--- config.mk ---
export PLATFORM = sky130hd
export DESIGN_NAME = uart_transmitter_fifo_cts_rs485
export DESIGN_NICKNAME = d
export VERILOG_FILES = /design/src/rtl/core/utx_pkg.sv /design/src/rtl/core/utx_ram.sv /design/src/rtl/core/utx_regs.sv /design/src/rtl/core/utx_core.sv /design/src/rtl/core/uart_transmitter_fifo_cts_rs485.sv
export VERILOG_INCLUDE_DIRS = /design/src /design/src/rtl/core
export SDC_FILE = /design/constraint.sdc
export NUM_CORES = 1
export LEC_CHECK = 0
export BUFFER_PORTS_ARGS = -buffer_cell sky130_fd_sc_hd__clkbuf_2
export CAP_MARGIN = 0
export CORE_ASPECT_RATIO = 0.8
export CORE_MARGIN = 5
export CORE_UTILIZATION = 37
export CTS_CLUSTER_DIAMETER = 200
export DETAILED_ROUTE_END_ITERATION = 8
export SLEW_MARGIN = 20
export SYNTH_ARGS = -nofsm -noshare
export SYNTH_HDL_FRONTEND = slang
export SYNTH_SLANG_ARGS = --single-unit
--- constraint.sdc ---
create_clock -name clk_i -period 3.8 [get_ports clk_i]
set_input_delay 0.76 -clock clk_i [delete_from_list [all_inputs] [get_ports clk_i]]
set_output_delay 0.76 -clock clk_i [all_outputs]
set_load 0.1 [all_outputs]
--- src/rtl/core/uart_transmitter_fifo_cts_rs485_assert.svh ---
// Assertion macros for the UART transmitter block.
// Every macro samples on clk_i and is disabled while rst_ni is low.
`ifndef UART_TRANSMITTER_FIFO_CTS_RS485_ASSERT_SVH
`define UART_TRANSMITTER_FIFO_CTS_RS485_ASSERT_SVH

// plain property
`define UTX_ASSERT(label, prop, msg) \
  label: assert property (@(posedge clk_i) disable iff (!rst_ni) (prop)) else $error(msg);

// same-cycle implication
`define UTX_ASSERT_IMPL(label, ante, cons, msg) \
  label: assert property (@(posedge clk_i) disable iff (!rst_ni) (ante) |-> (cons)) \
    else $error(msg);

// next-cycle implication
`define UTX_ASSERT_NEXT(label, ante, cons, msg) \
  label: assert property (@(posedge clk_i) disable iff (!rst_ni) (ante) |=> (cons)) \
    else $error(msg);

`endif

--- src/rtl/core/utx_pkg.sv ---
// Shared types, constants and helpers of the UART transmitter.
// No dependencies; used by every module of the block except utx_ram.
package utx_pkg;

  localparam int FIFO_DEPTH = 16;
  localparam int WORD_WIDTH = 16;
  localparam int PTR_W      = $clog2(FIFO_DEPTH);
  localparam int FILL_W     = PTR_W;
  localparam int PERIOD_W   = 24;
  localparam int EN_CNT_W   = 25;
  localparam int BL_W       = 6;
  localparam int PADDR_W    = 5;

  localparam logic [PERIOD_W-1:0] BIT_PERIOD_RST  = 24'd1;
  localparam logic [PERIOD_W-1:0] STOP_PERIOD_RST = 24'd1;
  localparam logic [4:0]          DATA_BITS_RST   = 5'd8;

  // request types
  localparam logic REQ_TICK = 1'b0;
  localparam logic REQ_PUSH = 1'b1;

  // parity modes
  localparam logic [1:0] PAR_NONE = 2'd0;
  localparam logic [1:0] PAR_EVEN = 2'd1;
  localparam logic [1:0] PAR_ODD  = 2'd2;

  // register indexes
  typedef enum logic [2:0] {
    REG_BIT_PERIOD  = 3'd0,
    REG_STOP_PERIOD = 3'd1,
    REG_DATA_BITS   = 3'd2,
    REG_PARITY_MODE = 3'd3,
    REG_CTS_ENABLE  = 3'd4,
    REG_DRIVE_MODE  = 3'd5,
    REG_HOLD_TICKS  = 3'd6,
    REG_IRQ_THRESH  = 3'd7
  } reg_idx_e;

  typedef struct packed {
    logic [PERIOD_W-1:0] bit_period;
    logic [PERIOD_W-1:0] stop_period;
    logic [4:0]          data_bits;
    logic [1:0]          parity_mode;
    logic                cts_enable;
    logic                drive_enable_mode;
    logic [PERIOD_W-1:0] enable_hold_ticks;
    logic [3:0]          level_irq_threshold;
  } cfg_t;

  typedef struct packed {
    logic       tx_line;
    logic       tx_enable_line;
    logic       level_irq;
    logic       push_accepted;
    logic [3:0] fill_level;
    logic       frame_active;
  } res_t;

  // words waiting in the ring for a pair of indexes
  function automatic logic [FILL_W-1:0] fill_of(logic [PTR_W-1:0] wr, logic [PTR_W-1:0] rd);
    logic [PTR_W:0] diff;
    if (wr >= rd) begin
      diff = {1'b0, wr} - {1'b0, rd};
    end else begin
      diff = ({1'b0, wr} + (PTR_W+1)'(FIFO_DEPTH)) - {1'b0, rd};
    end
    return diff[FILL_W-1:0];
  endfunction

  // next ring index with wrap
  function automatic logic [PTR_W-1:0] ptr_inc(logic [PTR_W-1:0] p);
    return (p == PTR_W'(FIFO_DEPTH - 1)) ? '0 : p + 1'b1;
  endfunction

endpackage

--- src/rtl/core/utx_ram.sv ---
// Generic single-write, single-read RAM with registered read data.
// No dependencies.
module utx_ram #(
  parameter int WIDTH = 16,
  parameter int DEPTH = 16
) (
  input  logic                     clk_i,
  input  logic                     we_i,
  input  logic [$clog2(DEPTH)-1:0] waddr_i,
  input  logic [WIDTH-1:0]         wdata_i,
  input  logic [$clog2(DEPTH)-1:0] raddr_i,
  output logic [WIDTH-1:0]         rdata_o
);

  logic [WIDTH-1:0] mem_q [DEPTH];

  // write port
  always_ff @(posedge clk_i) begin
    if (we_i) begin
      mem_q[waddr_i] <= wdata_i;
    end
  end

  // registered read, old data on a same-address write
  always_ff @(posedge clk_i) begin
    rdata_o <= mem_q[raddr_i];
  end

endmodule

--- src/rtl/core/utx_regs.sv ---
// APB configuration registers of the UART transmitter.
// Depends on utx_pkg for the register map and cfg_t.
module utx_regs (
  input  logic                        clk_i,
  input  logic                        rst_ni,
  input  logic                        psel,
  input  logic                        penable,
  input  logic                        pwrite,
  input  logic [utx_pkg::PADDR_W-1:0] paddr,
  input  logic [31:0]                 pwdata,
  output logic [31:0]                 prdata,
  output logic                        pready,
  output utx_pkg::cfg_t               cfg_o
);

  utx_pkg::cfg_t     cfg_q;
  utx_pkg::reg_idx_e idx;
  logic              wr_en;

  assign pready = 1'b1;
  assign idx    = utx_pkg::reg_idx_e'(paddr[4:2]);
  assign wr_en  = psel && penable && pwrite;
  assign cfg_o  = cfg_q;

  // register writes
  always_ff @(posedge clk_i or negedge rst_ni) begin
    if (!rst_ni) begin
      cfg_q.bit_period          <= utx_pkg::BIT_PERIOD_RST;
      cfg_q.stop_period         <= utx_pkg::STOP_PERIOD_RST;
      cfg_q.data_bits           <= utx_pkg::DATA_BITS_RST;
      cfg_q.parity_mode         <= utx_pkg::PAR_NONE;
      cfg_q.cts_enable          <= 1'b0;
      cfg_q.drive_enable_mode   <= 1'b0;
      cfg_q.enable_hold_ticks   <= '0;
      cfg_q.level_irq_threshold <= '0;
    end else if (wr_en) begin
      case (idx)
        utx_pkg::REG_BIT_PERIOD:  cfg_q.bit_period          <= pwdata[23:0];
        utx_pkg::REG_STOP_PERIOD: cfg_q.stop_period         <= pwdata[23:0];
        utx_pkg::REG_DATA_BITS:   cfg_q.data_bits           <= pwdata[4:0];
        utx_pkg::REG_PARITY_MODE: cfg_q.parity_mode         <= pwdata[1:0];
        utx_pkg::REG_CTS_ENABLE:  cfg_q.cts_enable          <= pwdata[0];
        utx_pkg::REG_DRIVE_MODE:  cfg_q.drive_enable_mode   <= pwdata[0];
        utx_pkg::REG_HOLD_TICKS:  cfg_q.enable_hold_ticks   <= pwdata[23:0];
        utx_pkg::REG_IRQ_THRESH:  cfg_q.level_irq_threshold <= pwdata[3:0];
        default: ;
      endcase
    end
  end

  // read-back
  always_comb begin
    case (idx)
      utx_pkg::REG_BIT_PERIOD:  prdata = 32'(cfg_q.bit_period);
      utx_pkg::REG_STOP_PERIOD: prdata = 32'(cfg_q.stop_period);
      utx_pkg::REG_DATA_BITS:   prdata = 32'(cfg_q.data_bits);
      utx_pkg::REG_PARITY_MODE: prdata = 32'(cfg_q.parity_mode);
      utx_pkg::REG_CTS_ENABLE:  prdata = 32'(cfg_q.cts_enable);
      utx_pkg::REG_DRIVE_MODE:  prdata = 32'(cfg_q.drive_enable_mode);
      utx_pkg::REG_HOLD_TICKS:  prdata = 32'(cfg_q.enable_hold_ticks);
      utx_pkg::REG_IRQ_THRESH:  prdata = 32'(cfg_q.level_irq_threshold);
      default:                  prdata = '0;
    endcase
  end

endmodule

--- src/rtl/core/utx_core.sv ---
// Word ring and frame engine of the UART transmitter: one request per cycle while acc_i is high.
// Depends on utx_pkg, utx_ram and the assertion macro header.
`include "uart_transmitter_fifo_cts_rs485_assert.svh"

module utx_core (
  input  logic                           clk_i,
  input  logic                           rst_ni,
  input  utx_pkg::cfg_t                  cfg_i,
  input  logic                           acc_i,
  input  logic                           req_type_i,
  input  logic [utx_pkg::WORD_WIDTH-1:0] push_word_i,
  input  logic                           cts_line_i,
  output utx_pkg::res_t                  res_o
);

  localparam int PW = utx_pkg::PTR_W;
  localparam int WW = utx_pkg::WORD_WIDTH;
  localparam int TW = utx_pkg::PERIOD_W;
  localparam int EW = utx_pkg::EN_CNT_W;
  localparam int BW = utx_pkg::BL_W;

  logic [PW-1:0]        rd_q, rd_d, wr_q, wr_d, wr_nxt, rd_nxt;
  logic [WW-1:0]        shift_q, shift_d;
  logic signed [BW-1:0] bl_q, bl_d;
  logic                 parity_q, parity_d;
  logic                 in_frame_q, in_frame_d;
  logic                 next_level_q, next_level_d;
  logic                 line_q, line_d;
  logic [TW-1:0]        tick_cnt_q, tick_cnt_d;
  logic                 en_active_q, en_active_d;
  logic [EW-1:0]        en_cnt_q, en_cnt_d;
  logic                 en_drop_q, en_drop_d;
  logic                 en_level_q, en_level_d;

  logic                 we;
  logic                 irq;
  logic                 push_ok;
  logic [WW-1:0]        ram_rdata;
  logic [WW-1:0]        head_w;
  logic                 fwd_valid_q;
  logic [WW-1:0]        fwd_data_q;
  logic [TW-1:0]        bit1, stop1;
  logic                 parity_on;

  assign bit1      = (cfg_i.bit_period == '0) ? TW'(1) : cfg_i.bit_period;
  assign stop1     = (cfg_i.stop_period == '0) ? TW'(1) : cfg_i.stop_period;
  assign parity_on = (cfg_i.parity_mode == utx_pkg::PAR_EVEN) ||
                     (cfg_i.parity_mode == utx_pkg::PAR_ODD);
  assign wr_nxt    = utx_pkg::ptr_inc(wr_q);
  assign rd_nxt    = utx_pkg::ptr_inc(rd_q);

  // word store: written at the write index, read ahead at the next read index
  utx_ram #(
    .WIDTH (WW),
    .DEPTH (utx_pkg::FIFO_DEPTH)
  ) u_ram (
    .clk_i   (clk_i),
    .we_i    (we),
    .waddr_i (wr_q),
    .wdata_i (push_word_i),
    .raddr_i (rd_d),
    .rdata_o (ram_rdata)
  );

  // forward a push into the entry being read ahead
  always_ff @(posedge clk_i or negedge rst_ni) begin
    if (!rst_ni) begin
      fwd_valid_q <= 1'b0;
    end else begin
      fwd_valid_q <= we && (wr_q == rd_d);
    end
  end

  always_ff @(posedge clk_i) begin
    fwd_data_q <= push_word_i;
  end

  assign head_w = fwd_valid_q ? fwd_data_q : ram_rdata;

  // next state for one request
  always_comb begin
    rd_d         = rd_q;
    wr_d         = wr_q;
    shift_d      = shift_q;
    bl_d         = bl_q;
    parity_d     = parity_q;
    in_frame_d   = in_frame_q;
    next_level_d = next_level_q;
    line_d       = line_q;
    tick_cnt_d   = tick_cnt_q;
    en_active_d  = en_active_q;
    en_cnt_d     = en_cnt_q;
    en_drop_d    = en_drop_q;
    en_level_d   = en_level_q;
    we           = 1'b0;
    irq          = 1'b0;
    push_ok      = 1'b0;
    if (acc_i) begin
      if (req_type_i == utx_pkg::REQ_PUSH) begin
        if (wr_nxt != rd_q) begin
          we      = 1'b1;
          wr_d    = wr_nxt;
          push_ok = 1'b1;
        end
      end else begin
        // pending enable drop goes first
        if (en_drop_q) begin
          if (en_cnt_q <= EW'(1)) begin
            en_level_d = 1'b0;
            en_drop_d  = 1'b0;
            en_cnt_d   = '0;
          end else begin
            en_cnt_d = en_cnt_q - 1'b1;
          end
        end
        if (tick_cnt_q <= TW'(1)) begin
          line_d = next_level_q;
          if (in_frame_q) begin
            // schedule the next bit of the frame
            if (bl_q == '0) begin
              if (parity_on) begin
                next_level_d = parity_q;
              end else begin
                next_level_d = 1'b1;
                in_frame_d   = 1'b0;
              end
            end else if (bl_q < 0) begin
              next_level_d = 1'b1;
              in_frame_d   = 1'b0;
            end else begin
              next_level_d = shift_q[0];
              if (shift_q[0]) begin
                parity_d = ~parity_q;
              end
            end
            if (bl_q > -BW'(8)) begin
              bl_d = bl_q - BW'(1);
            end
            shift_d    = shift_q >> 1;
            tick_cnt_d = bit1;
          end else begin
            // idle check
            tick_cnt_d = stop1;
            if ((rd_q == wr_q) || (cfg_i.cts_enable && cts_line_i)) begin
              if (en_active_q) begin
                en_active_d = 1'b0;
                en_cnt_d    = EW'(stop1) + EW'(cfg_i.enable_hold_ticks);
                en_drop_d   = 1'b1;
              end
            end else begin
              if (cfg_i.drive_enable_mode) begin
                en_drop_d   = 1'b0;
                en_level_d  = 1'b1;
                en_active_d = 1'b1;
              end
              next_level_d = 1'b0;
              in_frame_d   = 1'b1;
              parity_d     = (cfg_i.parity_mode == utx_pkg::PAR_ODD);
              bl_d         = BW'(cfg_i.data_bits);
              shift_d      = head_w;
              rd_d         = rd_nxt;
              irq = (32'(utx_pkg::fill_of(wr_q, rd_nxt)) == 32'(cfg_i.level_irq_threshold));
            end
          end
        end else begin
          tick_cnt_d = tick_cnt_q - 1'b1;
        end
      end
    end
  end

  // state registers
  always_ff @(posedge clk_i or negedge rst_ni) begin
    if (!rst_ni) begin
      rd_q         <= '0;
      wr_q         <= '0;
      shift_q      <= '0;
      bl_q         <= '0;
      parity_q     <= 1'b0;
      in_frame_q   <= 1'b0;
      next_level_q <= 1'b1;
      line_q       <= 1'b1;
      tick_cnt_q   <= utx_pkg::STOP_PERIOD_RST;
      en_active_q  <= 1'b0;
      en_cnt_q     <= '0;
      en_drop_q    <= 1'b0;
      en_level_q   <= 1'b0;
    end else begin
      rd_q         <= rd_d;
      wr_q         <= wr_d;
      shift_q      <= shift_d;
      bl_q         <= bl_d;
      parity_q     <= parity_d;
      in_frame_q   <= in_frame_d;
      next_level_q <= next_level_d;
      line_q       <= line_d;
      tick_cnt_q   <= tick_cnt_d;
      en_active_q  <= en_active_d;
      en_cnt_q     <= en_cnt_d;
      en_drop_q    <= en_drop_d;
      en_level_q   <= en_level_d;
    end
  end

  // result of this request
  always_comb begin
    res_o.tx_line        = line_d;
    res_o.tx_enable_line = en_level_d;
    res_o.level_irq      = irq;
    res_o.push_accepted  = push_ok;
    res_o.fill_level     = 4'(utx_pkg::fill_of(wr_d, rd_d));
    res_o.frame_active   = in_frame_d;
  end

  `UTX_ASSERT_IMPL(a_push_only_on_push, res_o.push_accepted, acc_i && req_type_i, "push stored without a push request")
  `UTX_ASSERT_IMPL(a_irq_at_frame_start, res_o.level_irq, in_frame_d && !in_frame_q, "level interrupt without a pop")
  `UTX_ASSERT_IMPL(a_frame_needs_pop, $rose(in_frame_q), rd_q != $past(rd_q), "frame started without moving the read index")
  `UTX_ASSERT_NEXT(a_head_forward, we && (wr_q == rd_d), head_w == $past(push_word_i), "head word lost a forwarded push")

endmodule

--- src/rtl/core/uart_transmitter_fifo_cts_rs485.sv ---
// UART transmitter with word FIFO, clear-to-send hold-off and RS-485 enable.
// Requests enter on the input channel (in_valid_i / in_stall_o): req_type_i 0 is one
// timer tick, 1 pushes push_word_i into the 16-entry ring (15 words usable).
// Each request yields exactly one result on the output channel (out_valid_o /
// out_stall_i): line level, RS-485 enable level, level interrupt, push status,
// fill level and frame flag as they stand after that request.
// The result is registered in the output queue and offered after earlier results.
// Throughput: one request per clock while in_stall_o is low; the ring is one RAM that
// is read ahead at the next read index every cycle, with a push into that entry forwarded.
// A two-entry output queue lets requests flow while one result waits; in_stall_o
// rises only when both entries are full, so a stalling receiver backs up the
// input after two results.
// Reset (rst_ni low, asynchronous) empties the ring, sets the line high, the enable low
// and loads the default registers. The user must write registers over the APB port
// (byte address 4*index) only while no request is in flight; this is not enforced.
// Depends on utx_pkg, utx_regs, utx_core and utx_ram.
module uart_transmitter_fifo_cts_rs485 (
  input  logic                           clk_i,
  input  logic                           rst_ni,
  input  logic                           in_valid_i,
  output logic                           in_stall_o,
  input  logic                           req_type_i,
  input  logic [utx_pkg::WORD_WIDTH-1:0] push_word_i,
  input  logic                           cts_line_i,
  output logic                           out_valid_o,
  input  logic                           out_stall_i,
  output logic                           tx_line_o,
  output logic                           tx_enable_line_o,
  output logic                           level_irq_o,
  output logic                           push_accepted_o,
  output logic [3:0]                     fill_level_o,
  output logic                           frame_active_o,
  input  logic                           psel,
  input  logic                           penable,
  input  logic                           pwrite,
  input  logic [utx_pkg::PADDR_W-1:0]    paddr,
  input  logic [31:0]                    pwdata,
  output logic [31:0]                    prdata,
  output logic                           pready
);

  utx_pkg::cfg_t cfg;
  utx_pkg::res_t res;
  utx_pkg::res_t slot0_q, slot1_q;
  logic [1:0]    cnt_q;
  logic          in_acc, out_acc;

  assign in_stall_o  = (cnt_q == 2'd2);
  assign in_acc      = in_valid_i && !in_stall_o;
  assign out_valid_o = (cnt_q != 2'd0);
  assign out_acc     = out_valid_o && !out_stall_i;

  utx_regs u_regs (
    .clk_i   (clk_i),
    .rst_ni  (rst_ni),
    .psel    (psel),
    .penable (penable),
    .pwrite  (pwrite),
    .paddr   (paddr),
    .pwdata  (pwdata),
    .prdata  (prdata),
    .pready  (pready),
    .cfg_o   (cfg)
  );

  utx_core u_core (
    .clk_i       (clk_i),
    .rst_ni      (rst_ni),
    .cfg_i       (cfg),
    .acc_i       (in_acc),
    .req_type_i  (req_type_i),
    .push_word_i (push_word_i),
    .cts_line_i  (cts_line_i),
    .res_o       (res)
  );

  // output queue occupancy
  always_ff @(posedge clk_i or negedge rst_ni) begin
    if (!rst_ni) begin
      cnt_q <= 2'd0;
    end else if (in_acc && !out_acc) begin
      cnt_q <= cnt_q + 2'd1;
    end else if (out_acc && !in_acc) begin
      cnt_q <= cnt_q - 2'd1;
    end
  end

  // output queue payload, slot0 is the head
  always_ff @(posedge clk_i) begin
    if (in_acc && !out_acc) begin
      if (cnt_q == 2'd0) begin
        slot0_q <= res;
      end else begin
        slot1_q <= res;
      end
    end else if (out_acc && !in_acc) begin
      slot0_q <= slot1_q;
    end else if (in_acc && out_acc) begin
      if (cnt_q == 2'd1) begin
        slot0_q <= res;
      end else begin
        slot0_q <= slot1_q;
        slot1_q <= res;
      end
    end
  end

  assign tx_line_o        = slot0_q.tx_line;
  assign tx_enable_line_o = slot0_q.tx_enable_line;
  assign level_irq_o      = slot0_q.level_irq;
  assign push_accepted_o  = slot0_q.push_accepted;
  assign fill_level_o     = slot0_q.fill_level;
  assign frame_active_o   = slot0_q.frame_active;

endmodule
# --- Word-level counts from Yosys, hierarchy flattened ---
# Memory sizes are Yosys's and may differ from the RTL's. A register that Yosys moved wholly into a read port is not among the register bits.
# Index checks and enable logic that the tools add are counted.
op_classes:
  add_sub_neg: 14
  n_reduce_logical: 40
  n_bitwise: 3
  muxes: 94
  magnitude_cmp: 6
  n_eq_ne: 26
op_table:
  columns: ["op", "count"]
  rows:
  - ["case mux 32 bit (8 select lines)", 1]
  - ["2-to-1 mux 25 bit", 6]
  - ["2-to-1 mux 24 bit", 4]
  - ["2-to-1 mux 9 bit", 10]
  - ["2-to-1 mux 4 bit", 17]
  - ["zero test 24 bit", 2]
  - ["2-to-1 mux 1 bit", 48]
  - ["2-to-1 mux 16 bit", 3]
  - ["adder 24 x 24 -> 25 bit", 1]
  - ["<= comparator 25 x 1 -> 1 bit, second input constant", 1]
  - ["subtractor 25 x 1 -> 25 bit, second input constant", 1]
  - ["<= comparator 24 x 1 -> 1 bit, second input constant", 1]
  - ["subtractor 24 x 1 -> 24 bit, second input constant", 1]
  - ["AND reduction 2 bit", 10]
  - ["2-to-1 mux 6 bit", 3]
  - ["adder 4 x 1 -> 4 bit, second input constant", 4]
  - ["subtractor 4 bit", 4]
  - ["equality test 3 bit, second input constant", 4]
  - ["equality test 4 bit", 3]
  - ["!= test 2 bit, second input constant", 6]
  - ["AND reduction 5 bit", 2]
  - ["logical AND 1 bit", 9]
  - ["equality test 4 bit, second input constant", 2]
  - [">= comparator 4 bit", 2]
  - ["other kinds (22)", 38]
word_totals:
  input_bits: 62
  out_inout_bits: 44
  ramBits: 256
  memories: 1
  word_cells: 220
  regBits: 208
memory_table:
  columns: ["name", "depth", "width", "read_ports", "rd_clocked_by_memory_dff", "write_ports", "line_no", "rtl"]
  rows:
  - ["u_core.u_ram.mem_q", 16, 16, 1, 1, 1, "utx_ram.sv:15", "logic [WIDTH-1:0] mem_q [DEPTH];"]

# --- Logic depth before layout (Yosys ltp) ---
# Gate-level depths: netlist (run 1).
logic_depth:
  depth_word: 19
  depth_mapped: 17
  mapped_depth_nobuf: 16

# --- Cells and area by module ---
# Synthesis (run 1) repeated with hierarchy kept, for this count alone.
hier_totals:
  cells_unflattened: 1705
  area_unflattened_um2: 22773.1
by_module_without_submodules:
  columns: ["module", "seq_area_each_um2", "area_each_um2", "instances", "cells_per_inst"]
  rows:
  - ["utx_ram", 8007.7, 10042.1, 1, 432]
  - ["utx_core", 2501.1, 7604.8, 1, 948]
  - ["utx_regs", 2130.8, 4252.8, 1, 272]
  - ["uart_transmitter_fifo_cts_rs485", 590.6, 873.3, 1, 53]

# --- Worst setup path before layout (run 1) ---
# No wires, ideal clock.
synth_path:
  kind: "input -> output"
  startpoint: "in paddr[2] (netlist name)"
  endpoint: "out prdata[10]"
  setup_slack_ns: -1.108
  arrival_ns: 4.148
  path_buffers: 3
  cell_stages: 5
  t_required_ns: 3.040
  path_cell_list: "clkbuf_1 -> buf_1 -> clkbuf_1 -> mux2i_1 -> o21ai_0"
synth_via:
  elab_chain_len: 2
  word_cells_on_any_way: 9
  cone_classes: "eq/ne: 7; mux: 1; reduce/logical: 1"
synth_lines:
  columns: ["item", "line_no", "rtl"]
  rows:
  - ["start, declared", "uart_transmitter_fifo_cts_rs485.sv:36", "input logic [utx_pkg::PADDR_W-1:0] paddr,"]
  - ["equality test 3 bit (tied with other cells)", "utx_regs.sv:53", "case (idx)"]
  - ["case mux 32 bit (8 select lines) (*)", "utx_regs.sv:53", null]
  - ["end, declared", "uart_transmitter_fifo_cts_rs485.sv:38", "output logic [31:0] prdata,"]
# Every way passes the cells marked *; elsewhere a longest branch is shown, timed or not. The select of a mux whose other input is x is not followed.

# --- Worst setup path after layout (run 1) ---
layout_path:
  startpoint: "reg u_regs.cfg_q, in the netlist u_regs.cfg_o[37]"
  endpoint: "reg u_core.en_cnt_q[18]"
layout_via:
  elab_chain_len: 7
layout_lines:
  columns: ["item", "line_no", "rtl"]
  rows:
  - ["start, declared", "utx_regs.sv:16", "utx_pkg::cfg_t cfg_q;"]
  - ["zero test 24 bit", "utx_core.sv:46", "assign stop1 = (cfg_i.stop_period == '0) ? TW'(1) : cfg_i.stop_period;"]
  - ["2-to-1 mux 24 bit (*)", "utx_core.sv:46", null]
  - ["adder 24 x 24 -> 25 bit (*)", "utx_core.sv:147", "en_cnt_d = EW'(stop1) + EW'(cfg_i.enable_hold_ticks);"]
  - ["2-to-1 mux 25 bit (*)", "utx_core.sv:145", "if (en_active_q) begin"]
  - ["2-to-1 mux 25 bit (*)", "utx_core.sv:144", "if ((rd_q == wr_q) || (cfg_i.cts_enable && cts_line_i)) begin"]
  - ["2-to-1 mux 25 bit (*)", "utx_core.sv:118", "if (in_frame_q) begin"]
  - ["2-to-1 mux 25 bit (*)", "utx_core.sv:116", "if (tick_cnt_q <= TW'(1)) begin"]
  - ["end signal, assigned", "utx_core.sv:199", "en_cnt_q <= en_cnt_d;"]
  - ["end, declared", "utx_core.sv:31", "logic [EW-1:0] en_cnt_q, en_cnt_d;"]
# Every way passes the cells marked *; elsewhere a longest branch is shown, timed or not.
# A chain may end at the register's enable or synchronous reset.

==> results by group, run 1 <==
Status
  – Run status: finished, final reports clean

GRT
  – GRT overflow: 0
  – Pin count of the biggest net entering global routing: 88
  – First-pass GRT wire length: between 100 and 150 mm
  – Number of global-route vias before repair: approximately 17000
  – Overall Global Routing Usage: 19.4%
  – Antenna violations before repair: 3

Critical path
  – WP data required: 4.25 ns
  – Crit path launch: u_regs.cfg_o[37]
  – CP max stage delay: 0.57 ns
  – RR Startpoint: u_regs.cfg_o[37]
  – Critical path data arrival time: about 4.1 ns
  – Worst path slowest cell: dfstp_2
  – Worst setup EP type: flip-flop
  – CP Launch Type: flip-flop
  – WS Path Type: reg2reg
  – Critical path's most frequent cell: a21o_1
  – Critical Path, Cell by Cell: nor4_1 > nand4_1 > o21bai_2 > ha_1 > fa_1 > a21o_1 > a31oi_2 > o31ai_1 > a21o_1 > or4_1 > a31oi_1 > xor2_1 > o21ai_0
  – Critical Path Fanout Max: 4

Logic synthesis
  – Post-synth top cells: edfxtp_1, o21ai_0, dfrtp_1, nand3_1, mux2_2
  – Synthesized flop and latch total: 480
  – Gate Count Post-Synth: 1958
  – Area of the mapped netlist: 22900 sq um
  – Ys flop type: edfxtp_1
  – Ys async rst share: between 30% and 40%
  – Top-count cell post-synth: edfxtp_1
  – Synth unique cells: 83
  – Biggest area consumer among synthesized cells: edfxtp_1
  – Post-synth EDFFs: approximately 270
  – Synth area leaders: edfxtp_1, dfrtp_1, mux2_2
  – Post-synth top area share: 35.9%
  – Seq/Total Area, Yosys: 57.7%
  – Synth warn: 0
  – Mean post-synth cell area: 11.7 sq um

STA
  – Final setup viols: 0
  – Final hold violation count: 0
  – Max-slew headroom: 28.1%
  – Clk_skew: 0.0243 ns
  – Max Fclk: 275 MHz
  – Minimum clock period: 3.63 ns
  – Final hold slack: roughly 0.23 ns
  – Fin crit share: 95.7%
  – Least-Margin Pin Slew: between 1 and 1.5 ns
  – Max-slew violations: 0
  – Final worst setup slack: 0.165 ns

Layout
  – Final Non-Filler Cells: 2934
  – Final net count: 2173
  – Area Overhead vs Synth: 17.6%
  – Share of cells above drive strength 1: between 20 and 25%

CTS
  – CTS Buf Count: 51
  – CTS max path bufs: 3
  – Root Driver: clkbuf_16
  – Clock transition at the registers of the reported paths: 0.06 ns
  – CTS tree: built
  – Post-CTS Hold Fix Bufs: 0
  – CTS H-tree depth: 2
  – Clock Latency Late Sink: 0.62 ns
  – Num Clock Sinks: 480

Drt
  – Total number of vias: 16600
  – Drt wl/cell: 22.4 microns
  – Post-route DRC: 0
  – Via density: 5.67
  – Final WL: 65.7 mm
  – DRT antenna net count: 0
  – First-pass DRT Iterations: 5
  – 1st-iter DRT viols: 1624

Place
  – Detailed placement HPWL: 41.8 mm
  – Placed insts: ~2800
  – Number of port buffers: between 80 and 90
  – GP Congestion: a little under 0.9
  – Post-Place Setup Slack: 0.154 ns

Power and ir drop
  – Pwr/cell area: around 590 nW/um^2
  – Pwr Total: around 0.016 W
  – Pleak: 10.2 nW
  – Maximum VDD drop: 419 uV

Floorplan
  – Die Ht: 233 microns
  – Die area: ~67000 sq um
  – Starting density of the core: 37.5%
  – # IOs: approximately 110
  – Row cnt: 81
  – Core Region: 61200 sq um
  – Die width: between 200 and 300 microns

Run
  – Max Cap Viol: 0

Worst hold path
  – Hold Path Class: in2async
layout make-up:
class	instances	area [sq um]
fill	5583	34300
sequential	480	13200
multi-input combinational	1294	9100
timing repair buffer	186	1610
clock buffer	69	1410
tap	830	1040
clock inverter	26	380
inverter	47	176
antenna	2	5.00
power breakdown:
group | leakage (nW) | total (W) | internal, W | switching, W
clock network | 0.861 | 0.00527 | 0.00312 | 0.00215
logic | 4.42 | 0.00386 | 0.00137 | 0.00249
registers | 4.91 | 0.00669 | 0.00617 | 0.000522
total | 10.2 | 0.0158 | 0.0106 | 0.00517
flip-flops by register name (all words and copies together) (netlist names), 2 cells and up:
name                  cells
u_core.en_cnt_q          25
u_core.u_ram.mem_q      256
u_core.tick_cnt_q        24
u_core.u_ram.rdata_o     16
cnt_q                     2
u_core.fwd_data_q        16
fill_level_o              4
slot1_q                   9
u_core.wr_q               4
u_core.bl_q               6
u_core.rd_q               4
u_core.shift_q           16
u_regs.cfg_o             85
placed cells by master, fill, tap and decap left out, drive strengths merged, types with 6 or more instances in the layout:
master	instances
mux2i	43
nand4	23
o31ai	14
a21o	13
nor3	36
nor4	29
nand2	102
ha	48
or3	16
dfxtp	32
bufinv	7
buf	124
a22oi	7
a221oi	12
clkbuf	131
o41ai	6
and2	6
or2	11
edfxtp	274
o21ai	181
nor2b	7
dfrtp	168
nand2b	10
o22ai	8
nand3	162
o211ai	72
a21oi	105
xnor2	22
dfstp	6
or4	8
inv	49
nor2	88
xor2	22
mux2	159
clkinv	13
a31oi	12
conb	9
critical path, delay by kind of cell (launching register included):
kind                     cells  cell delay, ns
adder cells (fa/ha/maj)      2            0.66
flip-flops                   1            0.57
AO/OA/AOI/OAI                7            1.26
AND/OR/NAND/NOR              3            0.70
XOR/XNOR                     1            0.30
through the flow:
step	TNS, ns	area [sq um]	util [%]
6_report	0	27000	44.0
5_1_grt	-0.0158	27000	44.0
4_1_cts	0	26900	43.9
3_5_place_dp	0	25100	41.0
3_3_place_gp	0	25100	41.0
2_1_floorplan	-0.359	23000	-
cells by family after synthesis:
kind of cell,share of synthesized area (%)
AO/OA/AOI/OAI,12.6
XOR/XNOR,1.71
adder cells (fa/ha/maj),2.88
buffers and inverters,3.63
flip-flops,57.7
multiplexers,9.94
other,0.0328
AND/OR/NAND/NOR,11.5
what timing repair did:
| action | in CTS | in global routing |
|---|---|---|
| setup endpoints to repair | 0 | 5 |
| setup buffers | 0 | 1 |
| gates resized for setup | 0 | 6 |
routing by layer:
| metal | part of all wire [%] | global-route usage, % | vias to the layer above |
|---|---|---|---|
| met5 | 0.020 | 0 | - |
| met4 | 2.1 | 4.97 | 2 |
| met3 | 7.1 | 3.50 | 98 |
| met2 | 44 | 28.9 | 598 |
| met1 | 47 | 29.3 | 8376 |
| li1 | - | - | 7556 |
final timing paths:
check | cells past startpoint | slack [ns] | to
max | 13 | 0.17 | u_core.en_cnt_q[18]
min | 1 | 0.23 | u_regs.cfg_o[26]
max reg2reg | 13 | 0.17 | u_core.en_cnt_q[18]
min reg2reg | 2 | 0.48 | u_core.shift_q[1]
max in group asynchronous | 2 | 2.61 | u_core.tick_cnt_q[0]
min in group clk_i | 2 | 0.41 | u_regs.cfg_o[52]
(Power assumes the default switching activity.)
==> run 2: changes to the inputs <==
- CORE_UTILIZATION: 37 -> 55
- PLACE_DENSITY: default -> 0.73
==> results by group, run 2 (synthesis gave the netlist of run 1 again) <==
Status
  – Run status: finished, final reports clean

Power and ir drop
  – Power share of the sequential group: 43.5% (+1.2 points)
  – Pwr/cell area: 586 nW/um^2 (-0.17%)
  – Pleak: 10.0 nW (-1.5%)
  – Maximum VDD drop: 859 uV (+100%)
  – Int Pwr: 0.0104 W (-2.2%)
  – Psw: 0.00498 W (-3.7%)
  – Comb power frac: 24.4% (about the same)
  – Sw Ratio: 32.3% (-0.34 points)
  – Clock power frac: 32.2% (-1.1 points)

Drt
  – 1st-iter DRT viols: 2127 (+31%)
  – Via density: 6.36 (+12%)
  – Final WL: 62.2 mm (-5.4%)
  – Total number of vias: 16700 (+0.64%)
  – Post-route DRC: 0 (unchanged)
  – Drt wl/cell: 23.6 microns (+5.6%)
  – DRT antenna net count: 0 (unchanged)
  – First-pass DRT Iterations: 5 (unchanged)

Layout
  – FF/Latch Area: 13200 sq um (about the same)
  – Fill cell count: 3049 (-45%)
  – Final Cell Area: 26300 sq um (-2.5%)
  – Final net count: 2157 (-0.74%)
  – Most common cell after layout, fill and taps aside: edfxtp_1
  – Largest Register: u_core.u_ram.mem_q
  – Most frequent cells in the layout: edfxtp_1, dfrtp_1, mux2_2, nand3_1, o21ai_0
  – Share of cells above drive strength 1: 23.7% (-0.75 points)
  – Number of flip-flops in the largest register: 256 (unchanged)
  – Footprint of the multi-input gates: 9090 sq um (about the same)
  – Area Overhead vs Synth: 14.6%

Critical path
  – Worst path slowest cell: dfstp_2
  – R2R depth: 13 (unchanged)
  – WP data required: 4.22 ns (-0.03 ns)
  – Worst setup EP type: flip-flop
  – Worst r2r dst: u_core.en_cnt_q[18]
  – WS Path Type: reg2reg
  – Crit path max-delay family: compound AO/OA/AOI/OAI gates
  – Buf+Inv Stages, Crit Path: 0 (unchanged)
  – Critical path data arrival time: 4.03 ns (-0.06 ns)
  – Critical Path Fanout Max: 4 (unchanged)
  – CP Launch Type: flip-flop
  – CP max stage delay: 0.56 ns (about the same)
  – Reg2Reg Setup Slack: 0.19 ns (+0.03 ns)
  – Critical Path, Cell by Cell: nor4_1 > nand4_1 > o21bai_1 > ha_1 > fa_1 > a21o_1 > a31oi_1 > o31ai_1 > a21o_1 > or4_1 > a31oi_1 > xor2_1 > o21ai_0
  – RR Startpoint: u_regs.cfg_o[37]

STA
  – Max Fclk: 277 MHz (+0.71%)
  – Setup TNS: 0 ns (unchanged)
  – Max-slew headroom: 24.1% (-4.0 points)
  – Fin crit share: 95.0% (-0.67 points)
  – Minimum clock period: 3.61 ns (-0.0255 ns)
  – Final hold violation count: 0 (unchanged)
  – Least-Margin Pin Slew: 1.14 ns (+0.0596 ns)
  – Clk_skew: 0.0126 ns (-0.0117 ns)
  – Final setup viols: 0 (unchanged)
  – Max-slew violations: 0 (unchanged)

Place
  – Area after DPL: 24600 sq um (-2.0%)
  – Detailed placement HPWL: 39.7 mm (-5.0%)
  – Number of port buffers: 86 (unchanged)
  – GP Congestion: 0.918 (+3.9%)

Worst hold path
  – Hold Path Class: in2async

GRT
  – Overall Global Routing Usage: 26.9% (+7.4 points)
  – Number of global-route vias before repair: 16500 (-0.40%)
  – First-pass GRT wire length: 96.7 mm (-4.6%)
  – Antenna violations before repair: 2 (-1)
  – GRT overflow: 0 (unchanged)
  – Pin count of the biggest net entering global routing: 109 (+24%)

Floorplan
  – Starting density of the core: 56.0% (+19 points)
  – Die width: 238 microns (-17%)
  – # IOs: 106 (unchanged)
  – Die area: 45900 sq um (-32%)
  – Core Region: 41000 sq um (-33%)
  – Row cnt: 66 (-19%)
  – Die Ht: 193 microns (-17%)

CTS
  – Root Driver: clkbuf_16
  – CTS max path bufs: 3 (unchanged)
  – Clock transition at the registers of the reported paths: 0.06 ns (about the same)
  – Clock Latency Late Sink: 0.57 ns (-0.05 ns)
  – CTS H-tree depth: 2 (unchanged)
  – Post-CTS setup buffers: 0 (unchanged)
  – Num Clock Sinks: 480 (unchanged)
  – CTS tree: built
  – CTS Buf Count: 49 (-3.9%)

Run
  – Max Cap Viol: 0 (unchanged)
-- run 2: cell count changes in the layout (fill, tap and decap cells not counted), moves of 3 or more --
cell / delta
inv_6: +4
buf_4: -14
buf_12: -4
clkbuf_8: -7
clkinv_2: +3
clkbuf_2: +4
-- run 2: timing repair --
action                                  4_1_cts  5_1_grt
hold buffers                                  0        0
gates resized for setup                       0        3
endpoints found under the setup margin        0        6
-- run 2: per-layer routing --
layer / wire, microns / part of all wire (%) / global-route usage, % / vias up
li1: - / - / - / 7512
met1: 27200 / 44 / 40.8 / 8329
met4: 939 / 1.5 / 5.94 / 0
met5: 0 / 0 / 0 / -
met3: 6140 / 9.9 / 5.23 / 81
met2: 27900 / 45 / 40.6 / 814
-- run 2: power by group through the flow --
| stage | registers, W | clock network [W] | logic [W] |
|---|---|---|---|
| 5_1_grt | 0.00675 | 0.00522 | 0.00404 |
| 4_1_cts | 0.00667 | 0.00501 | 0.00372 |
| 2_1_floorplan | 0.00694 | 0 | 0.00234 |
| 3_3_place_gp | 0.00674 | 0 | 0.00360 |
| 3_5_place_dp | 0.00677 | 0 | 0.00369 |
| 6_report | 0.00669 | 0.00495 | 0.00375 |
-- run 2: worst max-delay path by stage --
stage | start | endpoint | slack (ns) | depth (start not counted)
finish | u_regs.cfg_o[37] | u_core.en_cnt_q[18] | 0.19 | 13
global route | u_core.wr_q[0] | fill_level_o[3] | -0.0001 | 14
CTS | u_regs.cfg_o[46] | u_core.en_cnt_q[18] | 0.14 | 13
detailed placement | u_regs.cfg_o[46] | u_core.en_cnt_q[16] | 0.16 | 13
global placement | u_regs.cfg_o[45] | u_core.en_cnt_q[16] | 0.15 | 13
floorplan | paddr[2] | prdata[10] | -0.36 | 5
-- run 2: cell type report --
cell class | count | area share (%)
clock inverter | 33 | 1.49
timing repair buffer | 172 | 5.49
sequential | 480 | 50.3
multi-input combinational | 1294 | 34.6
tap | 544 | 2.59
inverter | 47 | 0.671
clock buffer | 58 | 4.79
antenna | 2 | 0.0190
-- run 2: worst register-to-register path, delay by kind of cell, from the launching register on --
kind / cells / cell delay, ns
simple gates: 3 / 0.69
xor+xnor: 1 / 0.15
flops: 1 / 0.56
fa+ha+maj: 2 / 0.65
compound gates: 7 / 1.41
-- run 2: through the flow --
| step | cells | setup WS (ns) | hold WS (ns) | power [W] | util (%) |
|---|---|---|---|---|---|
| finish | 2630 | 0.191 | 0.248 | 0.0154 | 64.2 |
| global route | 2630 | -0.000103 | 0.315 | 0.0160 | 64.2 |
| CTS | 2628 | 0.144 | 0.290 | 0.0154 | 64.1 |
| detailed placement | 2537 | 0.156 | 0.476 | 0.0105 | 60.1 |
| global placement | 2537 | 0.147 | 0.461 | 0.0103 | 60.1 |
| floorplan | 1965 | -0.359 | 0.449 | 0.00928 | - |
